===== src/design/ilws_pkg.sv =====
`timescale 1ns / 1ps
// Shared types and codes for the card list with sort.
package ilws_pkg;

  localparam int CapacityDefault = 64;
  localparam int CardW = 6;
  localparam int OpW = 3;
  localparam int PosW = 7;
  localparam int RankW = 4;
  localparam int SuitW = 2;
  localparam int StatusW = 2;
  localparam int CountOutW = 7;
  localparam int InDataW = 16;
  localparam int OutDataW = 16;

  localparam logic [OpW-1:0] OP_PUSH = 3'd0;
  localparam logic [OpW-1:0] OP_POP = 3'd1;
  localparam logic [OpW-1:0] OP_INSERT = 3'd2;
  localparam logic [OpW-1:0] OP_REMOVE = 3'd3;
  localparam logic [OpW-1:0] OP_SORT = 3'd4;

  localparam logic [StatusW-1:0] ST_OK = 2'd0;
  localparam logic [StatusW-1:0] ST_EMPTY = 2'd1;
  localparam logic [StatusW-1:0] ST_RANGE = 2'd2;
  localparam logic [StatusW-1:0] ST_FULL = 2'd3;

  typedef logic [CardW-1:0] card_t;

  typedef enum logic [1:0] {
    CMD_HOLD,
    CMD_INS,
    CMD_DEL,
    CMD_SORT
  } cell_cmd_t;

  typedef struct packed {
    cell_cmd_t cmd;
    logic      phase;
    card_t     card;
  } cell_ctrl_t;

endpackage


===== src/design/ilws_cell.sv =====
`timescale 1ns / 1ps
// One list slot: holds a card and moves it to or from its neighbors.
module ilws_cell #(
  parameter int CW = 7,
  parameter int IDX = 0
) (
  input  logic                clk,
  input  ilws_pkg::cell_ctrl_t ctrl,
  input  logic [CW-1:0]       pos,
  input  logic [CW-1:0]       count,
  input  ilws_pkg::card_t     left_i,
  input  ilws_pkg::card_t     right_i,
  output ilws_pkg::card_t     q
);
  import ilws_pkg::*;

  localparam logic [CW-1:0] MyIdx = CW'(IDX);
  localparam logic [CW-1:0] NextIdx = CW'(IDX + 1);
  localparam logic MyParity = 1'((IDX % 2) == 1);

  card_t data_r;
  card_t data_nxt;

  always_comb begin
    data_nxt = data_r;
    unique case (ctrl.cmd)
      CMD_INS: begin
        if (MyIdx == pos) begin
          data_nxt = ctrl.card;
        end else if (MyIdx > pos) begin
          data_nxt = left_i;
        end
      end
      CMD_DEL: begin
        if (MyIdx >= pos) begin
          data_nxt = right_i;
        end
      end
      CMD_SORT: begin
        if (MyParity == ctrl.phase) begin
          if (NextIdx < count && right_i < data_r) begin
            data_nxt = right_i;
          end
        end else if (IDX > 0 && MyIdx < count && left_i > data_r) begin
          data_nxt = left_i;
        end
      end
      default: begin
        data_nxt = data_r;
      end
    endcase
  end

  always_ff @(posedge clk) begin
    data_r <= data_nxt;
  end

  assign q = data_r;

endmodule


===== src/design/indexed_list_with_sort_top.sv =====
`timescale 1ns / 1ps
// Top level of the card list: command decode, count, sort sequencing and the row of cells.
//
// An ordered list of up to CAPACITY cards held in a row of cells, one card per cell.
// Push, pop, insert and remove complete in the cycle the transaction is accepted, so
// they sustain one transaction per cycle while the result register drains. Insert and
// remove shift every later cell by one place at once. Sort runs an odd-even
// transposition pass in which every cell compares with a neighbor each cycle; after the
// transaction is accepted the input is held off until the passes are done, and the result
// is loaded into the output register once the last pass is done and that register is
// free. Contents of slots never written are undefined; no clearing pass is run after
// reset.
module indexed_list_with_sort_top #(
  parameter int CAPACITY = ilws_pkg::CapacityDefault
) (
  input  logic                          clk,
  input  logic                          rst_n,
  input  logic                          in_tvalid,
  output logic                          in_tready,
  // opcode[2:0], position[9:3], card_rank[13:10], card_suit[15:14]
  input  logic [ilws_pkg::InDataW-1:0]  in_tdata,
  output logic                          out_tvalid,
  input  logic                          out_tready,
  // status[1:0], card_valid[2], out_rank[6:3], out_suit[8:7], entry_count[15:9]
  output logic [ilws_pkg::OutDataW-1:0] out_tdata
);
  import ilws_pkg::*;

  localparam int CW = $clog2(CAPACITY + 1);
  localparam int AW = (CAPACITY > 1) ? $clog2(CAPACITY) : 1;
  localparam int MW = (CW > PosW) ? CW : PosW;
  localparam logic [MW-1:0] CapW = MW'(CAPACITY);

  typedef enum logic {
    S_IDLE,
    S_SORT
  } state_t;

  state_t state_r;
  logic [CW-1:0] count_r;
  logic [CW-1:0] sort_cnt_r;
  logic out_valid_r;
  logic [StatusW-1:0] out_status_r;
  logic out_card_valid_r;
  card_t out_card_r;
  logic [CountOutW-1:0] out_count_r;

  logic [OpW-1:0] in_opcode;
  logic [PosW-1:0] in_position;
  logic [RankW-1:0] in_card_rank;
  logic [SuitW-1:0] in_card_suit;

  card_t cell_q [CAPACITY];
  cell_ctrl_t ctrl;
  logic [CW-1:0] cell_pos;

  logic accept;
  logic out_free;
  logic [MW-1:0] pos_w;
  logic [MW-1:0] cnt_w;
  logic [MW-1:0] take_idx;
  logic [StatusW-1:0] res_status;
  logic res_valid;
  logic [CW-1:0] count_nxt;
  logic start_sort;
  logic sort_last;
  logic [MW-1:0] sort_cnt_w;
  logic [MW-1:0] count_out_w;

  assign in_opcode = in_tdata[2:0];
  assign in_position = in_tdata[9:3];
  assign in_card_rank = in_tdata[13:10];
  assign in_card_suit = in_tdata[15:14];

  assign out_free = !out_valid_r || out_tready;
  assign in_tready = (state_r == S_IDLE) && out_free;
  assign accept = in_tvalid && in_tready;

  assign pos_w = MW'(in_position);
  assign cnt_w = MW'(count_r);
  assign sort_cnt_w = MW'(sort_cnt_r) + MW'(1);
  assign sort_last = sort_cnt_w >= cnt_w;

  always_comb begin
    res_status = ST_OK;
    res_valid = 1'b0;
    count_nxt = count_r;
    start_sort = 1'b0;
    take_idx = pos_w;
    ctrl.cmd = CMD_HOLD;
    ctrl.phase = sort_cnt_r[0];
    ctrl.card = {in_card_rank, in_card_suit};
    cell_pos = CW'(pos_w);
    unique case (in_opcode)
      OP_PUSH: begin
        cell_pos = count_r;
        if (cnt_w >= CapW) begin
          res_status = ST_FULL;
        end else begin
          ctrl.cmd = CMD_INS;
          count_nxt = count_r + CW'(1);
        end
      end
      OP_POP: begin
        take_idx = cnt_w - MW'(1);
        if (count_r == '0) begin
          res_status = ST_EMPTY;
        end else begin
          res_valid = 1'b1;
          count_nxt = count_r - CW'(1);
        end
      end
      OP_INSERT: begin
        if (pos_w > cnt_w) begin
          res_status = ST_RANGE;
        end else if (cnt_w >= CapW) begin
          res_status = ST_FULL;
        end else begin
          ctrl.cmd = CMD_INS;
          count_nxt = count_r + CW'(1);
        end
      end
      OP_REMOVE: begin
        if (count_r == '0) begin
          res_status = ST_EMPTY;
        end else if (pos_w >= cnt_w) begin
          res_status = ST_RANGE;
        end else begin
          res_valid = 1'b1;
          ctrl.cmd = CMD_DEL;
          count_nxt = count_r - CW'(1);
        end
      end
      OP_SORT: begin
        start_sort = 1'b1;
      end
      default: begin
        res_status = ST_OK;
      end
    endcase
    if (!accept) begin
      ctrl.cmd = CMD_HOLD;
    end
    if (state_r == S_SORT) begin
      ctrl.cmd = CMD_SORT;
    end
  end

  for (genvar g = 0; g < CAPACITY; g++) begin : g_cell
    card_t left_d;
    card_t right_d;
    if (g == 0) begin : g_first
      assign left_d = '0;
    end else begin : g_left
      assign left_d = cell_q[g-1];
    end
    if (g == CAPACITY - 1) begin : g_last
      assign right_d = '0;
    end else begin : g_right
      assign right_d = cell_q[g+1];
    end
    ilws_cell #(
      .CW (CW),
      .IDX(g)
    ) u_cell (
      .clk    (clk),
      .ctrl   (ctrl),
      .pos    (cell_pos),
      .count  (count_r),
      .left_i (left_d),
      .right_i(right_d),
      .q      (cell_q[g])
    );
  end

  assign count_out_w = MW'(count_nxt);

  always_ff @(posedge clk) begin
    if (!rst_n) begin
      state_r <= S_IDLE;
      count_r <= '0;
      sort_cnt_r <= '0;
      out_valid_r <= 1'b0;
    end else begin
      if (out_valid_r && out_tready) begin
        out_valid_r <= 1'b0;
      end
      unique case (state_r)
        S_IDLE: begin
          if (accept) begin
            count_r <= count_nxt;
            if (start_sort) begin
              state_r <= S_SORT;
              sort_cnt_r <= '0;
            end else begin
              out_valid_r <= 1'b1;
              out_status_r <= res_status;
              out_card_valid_r <= res_valid;
              out_card_r <= res_valid ? cell_q[take_idx[AW-1:0]] : '0;
              out_count_r <= count_out_w[CountOutW-1:0];
            end
          end
        end
        S_SORT: begin
          if (!sort_last) begin
            sort_cnt_r <= sort_cnt_r + CW'(1);
          end else if (out_free) begin
            state_r <= S_IDLE;
            out_valid_r <= 1'b1;
            out_status_r <= ST_OK;
            out_card_valid_r <= 1'b0;
            out_card_r <= '0;
            out_count_r <= cnt_w[CountOutW-1:0];
          end
        end
        default: begin
          state_r <= S_IDLE;
        end
      endcase
    end
  end

  assign out_tvalid = out_valid_r;
  assign out_tdata = {out_count_r, out_card_r[SuitW-1:0], out_card_r[CardW-1:SuitW],
                      out_card_valid_r, out_status_r};

endmodule

===== config.mk =====
export PLATFORM = sky130hd
export DESIGN_NAME = indexed_list_with_sort_top
export DESIGN_NICKNAME = d
export VERILOG_FILES = /design/src/design/ilws_pkg.sv /design/src/design/ilws_cell.sv /design/src/design/indexed_list_with_sort_top.sv
export SDC_FILE = /design/constraint.sdc
export NUM_CORES = 2
export LEC_CHECK = 0
export ABC_AREA = 1
export BUFFER_PORTS_ARGS = -buffer_cell sky130_fd_sc_hd__buf_4
export CORE_AREA = 2 2 289 291
export DETAILED_ROUTE_END_ITERATION = 16
export DIE_AREA = 0 0 291 293
export PLACE_DENSITY = 0.6
export SETUP_SLACK_MARGIN = 0.05
export SLEW_MARGIN = 5
export SYNTH_ARGS = -nofsm -noshare
export SYNTH_HDL_FRONTEND = slang
export SYNTH_SLANG_ARGS = --single-unit

===== constraint.sdc =====
create_clock -name clk -period 4.78 [get_ports clk]
set_clock_uncertainty 0.2 [all_clocks]
set_input_delay 0.956 -clock clk [delete_from_list [all_inputs] [get_ports clk]]
set_output_delay 0.956 -clock clk [all_outputs]
set_load 0.01 [all_outputs]

== After elaboration in Yosys (flattened, before gate mapping) ==
Cells that the tools add are included.

* Flip-flop bits (word level): 416
* Logic and storage cells: 1448
* Input bits: 20

* Bitwise gates (word level): 2
* $add $sub $neg: 3
* Reduce and logical (&&, ||, !) cells: 203
* Magnitude comparators: 324
* Equality and inequality tests: 332
* Mux-type cells: 512

{| class="wikitable"
|+ Operators by type and width
! kind !! number
|-
| 2-to-1 mux 6 bit || 391
|-
| one-hot mux 6 bit (3 select lines) || 64
|-
| > comparator 6 bit || 63
|-
| < comparator 6 bit || 63
|-
| inequality test 3 x 2 -> 1 bit (second input constant) || 126
|-
| AND reduction 5 bit || 65
|-
| equality test 6 x 7 -> 1 bit (first input constant) || 32
|-
| >= comparator 6 x 7 -> 1 bit (first input constant) || 32
|-
| > comparator 6 x 7 -> 1 bit (first input constant) || 32
|-
| < comparator 6 x 7 -> 1 bit (first input constant) || 32
|-
| inequality test 3 x 1 -> 1 bit (second input constant) || 64
|-
| inequality test 2 x 1 -> 1 bit (second input constant) || 67
|-
| logical AND 1 bit || 130
|-
| equality test 5 x 7 -> 1 bit (first input constant) || 16
|-
| >= comparator 5 x 7 -> 1 bit (first input constant) || 16
|-
| > comparator 5 x 7 -> 1 bit (first input constant) || 16
|-
| < comparator 5 x 7 -> 1 bit (first input constant) || 16
|-
| 2-to-1 mux 7 bit || 13
|-
| equality test 4 x 7 -> 1 bit (first input constant) || 8
|-
| >= comparator 4 x 7 -> 1 bit (first input constant) || 8
|-
| > comparator 4 x 7 -> 1 bit (first input constant) || 8
|-
| < comparator 4 x 7 -> 1 bit (first input constant) || 8
|-
| binary-select mux 6 bit (select 6 bit) || 1
|-
| equality test 3 x 7 -> 1 bit (first input constant) || 4
|-
| other kinds (42) || 101
|}

== Logic depth before layout (Yosys ltp) ==
* Depth in word-level cells: 10
* Depth in mapped cells: 17

== Least setup slack after synthesis ==
OpenSTA, ideal clock, no wires.

* Path kind: register to register
* Start point: register sort_cnt_r[0]
* End point: register out_card_r[0] (enable)
* Period minus slack after synthesis: 5148 ps
* Arrival time: 4471 ps
* Cell stages (with the launch flop): 12
* Slack: -368 ps
* Path through: dfxtp_1 > ha_1 > nand3_1 > nand3b_1 > xnor2_1 > ha_1 > nand3_1 > nor2_1 > nand3_1 > o2111ai_1 > nor2_1 > a2111oi_0

* Longest elaborated chain between the ends: 4

{| class="wikitable"
|+ Ends and longest elaborated chain
! element !! RTL line !! RTL
|-
| start: declaration || indexed_list_with_sort_top.sv:41 || <nowiki>logic [CW-1:0] sort_cnt_r;</nowiki>
|-
| start signal: assignment || indexed_list_with_sort_top.sv:206 || <nowiki>sort_cnt_r <= sort_cnt_r + CW'(1);</nowiki>
|-
| adder 7 x 1 -> 7 bit || indexed_list_with_sort_top.sv:81 || <nowiki>assign sort_cnt_w = MW'(sort_cnt_r) + MW'(1);</nowiki>
|-
| >= comparator 7 bit || indexed_list_with_sort_top.sv:82 || <nowiki>assign sort_last = sort_cnt_w >= cnt_w;</nowiki>
|-
| inequality test 2 x 1 -> 1 bit (no source line) || n/a ||
|-
| AND reduction 5 bit (no source line) || n/a ||
|-
| end signal: assignment || indexed_list_with_sort_top.sv:199 || <nowiki>out_card_r <= res_valid ? cell_q[take_idx[AW-1:0]] : '0;</nowiki>
|-
| end: declaration || indexed_list_with_sort_top.sv:45 || <nowiki>card_t out_card_r;</nowiki>
|}

Every way passes these cells.
A chain may end at the register's enable or synchronous reset.

== Worst setup path after layout ==
* Start point: input in_tdata[2] (netlist name)
* End point: register g_cell[48].u_cell.data_r[5] (enable)

* Longest elaborated chain between the ends: 7
* Elaborated cells on any way between the ends: 19
* Those cells by class: 2 x order compare; 10 x eq/ne; 4 x mux; 3 x reduce/logical

{| class="wikitable"
|+ Ends and longest elaborated chain
! element !! RTL line !! RTL
|-
| start: declaration || indexed_list_with_sort_top.sv:21 || <nowiki>input logic [ilws_pkg::InDataW-1:0] in_tdata,</nowiki>
|-
| equality test 3 x 2 -> 1 bit / logical NOT 3 bit (equally long branches) || indexed_list_with_sort_top.sv:94 || <nowiki>unique case (in_opcode)</nowiki>
|-
| one-hot mux 2 bit (3 select lines) || indexed_list_with_sort_top.sv:94 ||
|-
| 2-to-1 mux 2 bit || indexed_list_with_sort_top.sv:141 || <nowiki>if (!accept) begin</nowiki>
|-
| 2-to-1 mux 2 bit || indexed_list_with_sort_top.sv:144 || <nowiki>if (state_r == S_SORT) begin</nowiki>
|-
| equality test 2 x 1 -> 1 bit / equality test 2 bit (equally long branches) || ilws_cell.sv:26 || <nowiki>unique case (ctrl.cmd)</nowiki>
|-
| inequality test 3 x 1 -> 1 bit (no source line), or another cell as far along || n/a ||
|-
| AND reduction 5 bit (no source line) * || n/a ||
|-
| end signal: assignment || ilws_cell.sv:55 || <nowiki>data_r <= data_nxt;</nowiki>
|-
| end: declaration || ilws_cell.sv:21 || <nowiki>card_t data_r;</nowiki>
|}

Every way passes the cells marked *; elsewhere a longest branch is shown, timed or not.

==> metrics.txt <==
CP arrival 4380 ps; Slew @ Worst Pin ~1300 ps; Leak between 15 and 20 nW; Setup crit start kind primary input; initial cell density of the core 44.9%; initial antenna violation count 12; first-pass GRT wire length ~250,000 um; Net Sw Power 0.00420 W; IO Port Bufs 37; Gate Count Post-Synth 4,947; DRC violations left 0; met3 GRT Util under 10%; WP data required 4860 ps; gr usage total 39.4%; VDD IR max 293 uV; post-synth top area share 32.7%; Final Wtd Congestion 1.02; clk slew on worst S/H paths 60 ps; Int Power 0.00752 W; Final Setup Violations 0; cell family with the largest share of critical-path delay simple AND/OR/NAND/NOR gates; Syn-to-layout area delta 10.9%; Hold Crit Class reg2reg; Power, Total 0.0117 W; most common flop cell mapped by yosys edfxtp_1; largest net degree at the start of global routing 110; Yosys reg bits ~420; logic gate share of total power a little over a quarter; layout cells sized above 1 7.95%; Synth Area per Inst around 7.4 um^2; fillers 8,157; DRC violation total after the first TritonRoute iteration just over 6,000; fin cells 6,087; MaxCap Viol Count 0; Setup crit end kind flip-flop; cell taking the most area after synthesis edfxtp_1; final slew viol count 0; crit path cell chain buf_4, inv_2, nand2_2, nand2_1, o21ai_2, inv_1, nand2_1, nor2_1, nand2_1, nand3_1, nand3_1, nor2_1; Routed Antenna Nets 0; most used routing layer met2; H-Tree Depth 2; TritonCTS clock tree built; root buffer cell clkbuf_16; Post-Syn Nets 5,355; post-CTS resize count 0; router iterations before antenna repair 6; final wirelength 173,000 um; die height 293 um; Max FO, Critical Path 16; Tcrit/Tclk final roughly nine tenths; via count 39,700; CP peak stage delay 970 ps; Hold Buf Count CTS 0; Fmax achieved 232 MHz; post-synthesis cell type count 53; synthesized area 0.0367 mm^2; Die W 291 um; post-synthesis sequential area ratio 33.6%; unrepaired setup endpoints after global routing no; Yosys warning count 0; I/O pin cnt 38; Sink Count around 420; fin crit period 4300 ps; Post-CTS Setup Bufs 0; number of enable flip-flop cells after synthesis 400; register share of total power around two fifths; cts bufs inserted 54; Max Buffers Root-to-Sink 3; final hold vios 0; top post-synthesis cells by area edfxtp_1 33%, ha_1 13%, nand2_1 11%; vias in the first global route about 37,000; ys async rst share 0%; Switching Share 35.9%; power per cell area approximately 290 mW/mm^2; core box area 0.0818 mm^2; M1 GR Usage 51.4%; vias per inst about 6.5; drt wl/cell between 20 and 30 um; Top cell by count, worst path nand2_1; setup_tns 0 ps; worst path bufs/invs 3; met2 Usage GRT about three fifths; Worst-Skew Late Latency approximately 650 ps; gr ovfl total 0; clock share of power 35.1%; Relative slew margins 12.6%; Worst R2R Setup Slack approximately 610 ps; Post-DP HPWL between 100,000 and 150,000 um; outcome finished, final reports clean; Net count, final about 5,400; Std-Cell Rows 105; CP max-delay cell nor2_1; post-placement cell count approximately 6,000; Crit Path Class in2reg; Die Area 0.0853 mm^2
cell usage after synthesis (all sizes together) (22+ instances only):
cell type and number:
nand2 1077, clkbuf 134, inv 577, o21ai 443, o221ai 53, buf 105, edfxtp 400, nor2 304
a22oi 75, nand3 565, ha 388, a31oi 24, nand4 22, o211ai 187, a21oi 463
stage by stage:
step	setup slack, ps	utilization [%]	cell area [um^2]	hold slack, ps
after global placement	19.3	47.7	39000	262
after detailed placement	-21.2	47.7	39000	269
after CTS	636	49.8	40700	278
after global routing	413	49.8	40700	298
after floorplan	408	-	36700	253
final	479	49.8	40800	276
cell type report:
type	instances	area, um^2	area share [%]
clock inverter	28	164	0.402
multi-input combinational	3706	21300	52.2
antenna	10	25.0	0.0614
timing repair buffer	198	1840	4.51
inverter	586	2200	5.41
tap	1070	1340	3.29
clock buffer	73	1560	3.83
sequential	416	12300	30.3
worst paths after layout:
check           startpoint                endpoint  cells past startpoint
max            in_tdata[2]  g_cell[48].u_cell.q[5]                     12
min          sort_cnt_r[6]           sort_cnt_r[6]                      2
max reg2reg       cnt_w[1]           out_card_r[4]                     11
min reg2reg  sort_cnt_r[6]           sort_cnt_r[6]                      2
cell families after synthesis:
family                   share of synthesized area [%]
adder cells (fa/ha/maj)                           13.2
flip-flops                                        33.6
buffers and inverters                             8.80
AO/OA/AOI/OAI                                     21.2
XOR/XNOR                                         0.143
AND/OR/NAND/NOR                                   23.1
worst min-delay path, cell delays in order (launching register included):
cell	delay [ps]
dfxtp_1	320
nand2_1	60
a21oi_1	50
metal layers:
layer	vias up	wire, um
li1	17400	-
met1	18700	66300
met2	2863	72500
met3	638	22100
met4	10	11900
met5	-	75
placed cells by master (no fill, tap or decap), types with 15 or more instances in the layout:
cell type and n:
a31oi_1 24, o2111ai_1 17, nand2_1 1064, clkbuf_16 60, inv_2 34, a21oi_2 15
edfxtp_1 400, o21ai_0 404, ha_1 388, clkinv_2 17, dfxtp_1 16, nor3_1 15
a22oi_1 75, o221ai_1 53, inv_1 543, clkinv_1 15, nand3_1 563, nor2_2 20
o21ai_1 28, nor2_4 17, o211ai_1 187, a21oi_1 448, buf_12 28, nand4_1 22
buf_4 170, nor2_1 267
state kept, by name, summed over array words and instances, names as in the netlist:
register and cells:
cnt_w 7, g_cell.u_cell.q 384, out_card_r 6, out_card_valid_r 1, out_count_r 7, out_status_r 2, out_tvalid 1, sort_cnt_r 7
state_r 1
power groups by stage:
| stage | logic, W | registers, W | clock network [W] |
|---|---|---|---|
| 2_1_floorplan | 0.00176 | 0.00450 | 0 |
| 3_3_place_gp | 0.00289 | 0.00460 | 0 |
| 3_5_place_dp | 0.00292 | 0.00460 | 0 |
| 4_1_cts | 0.00293 | 0.00453 | 0.00411 |
| 5_1_grt | 0.00327 | 0.00455 | 0.00424 |
| 6_report | 0.00307 | 0.00454 | 0.00412 |
No activity file was read; power rests on OpenSTA's default activity.
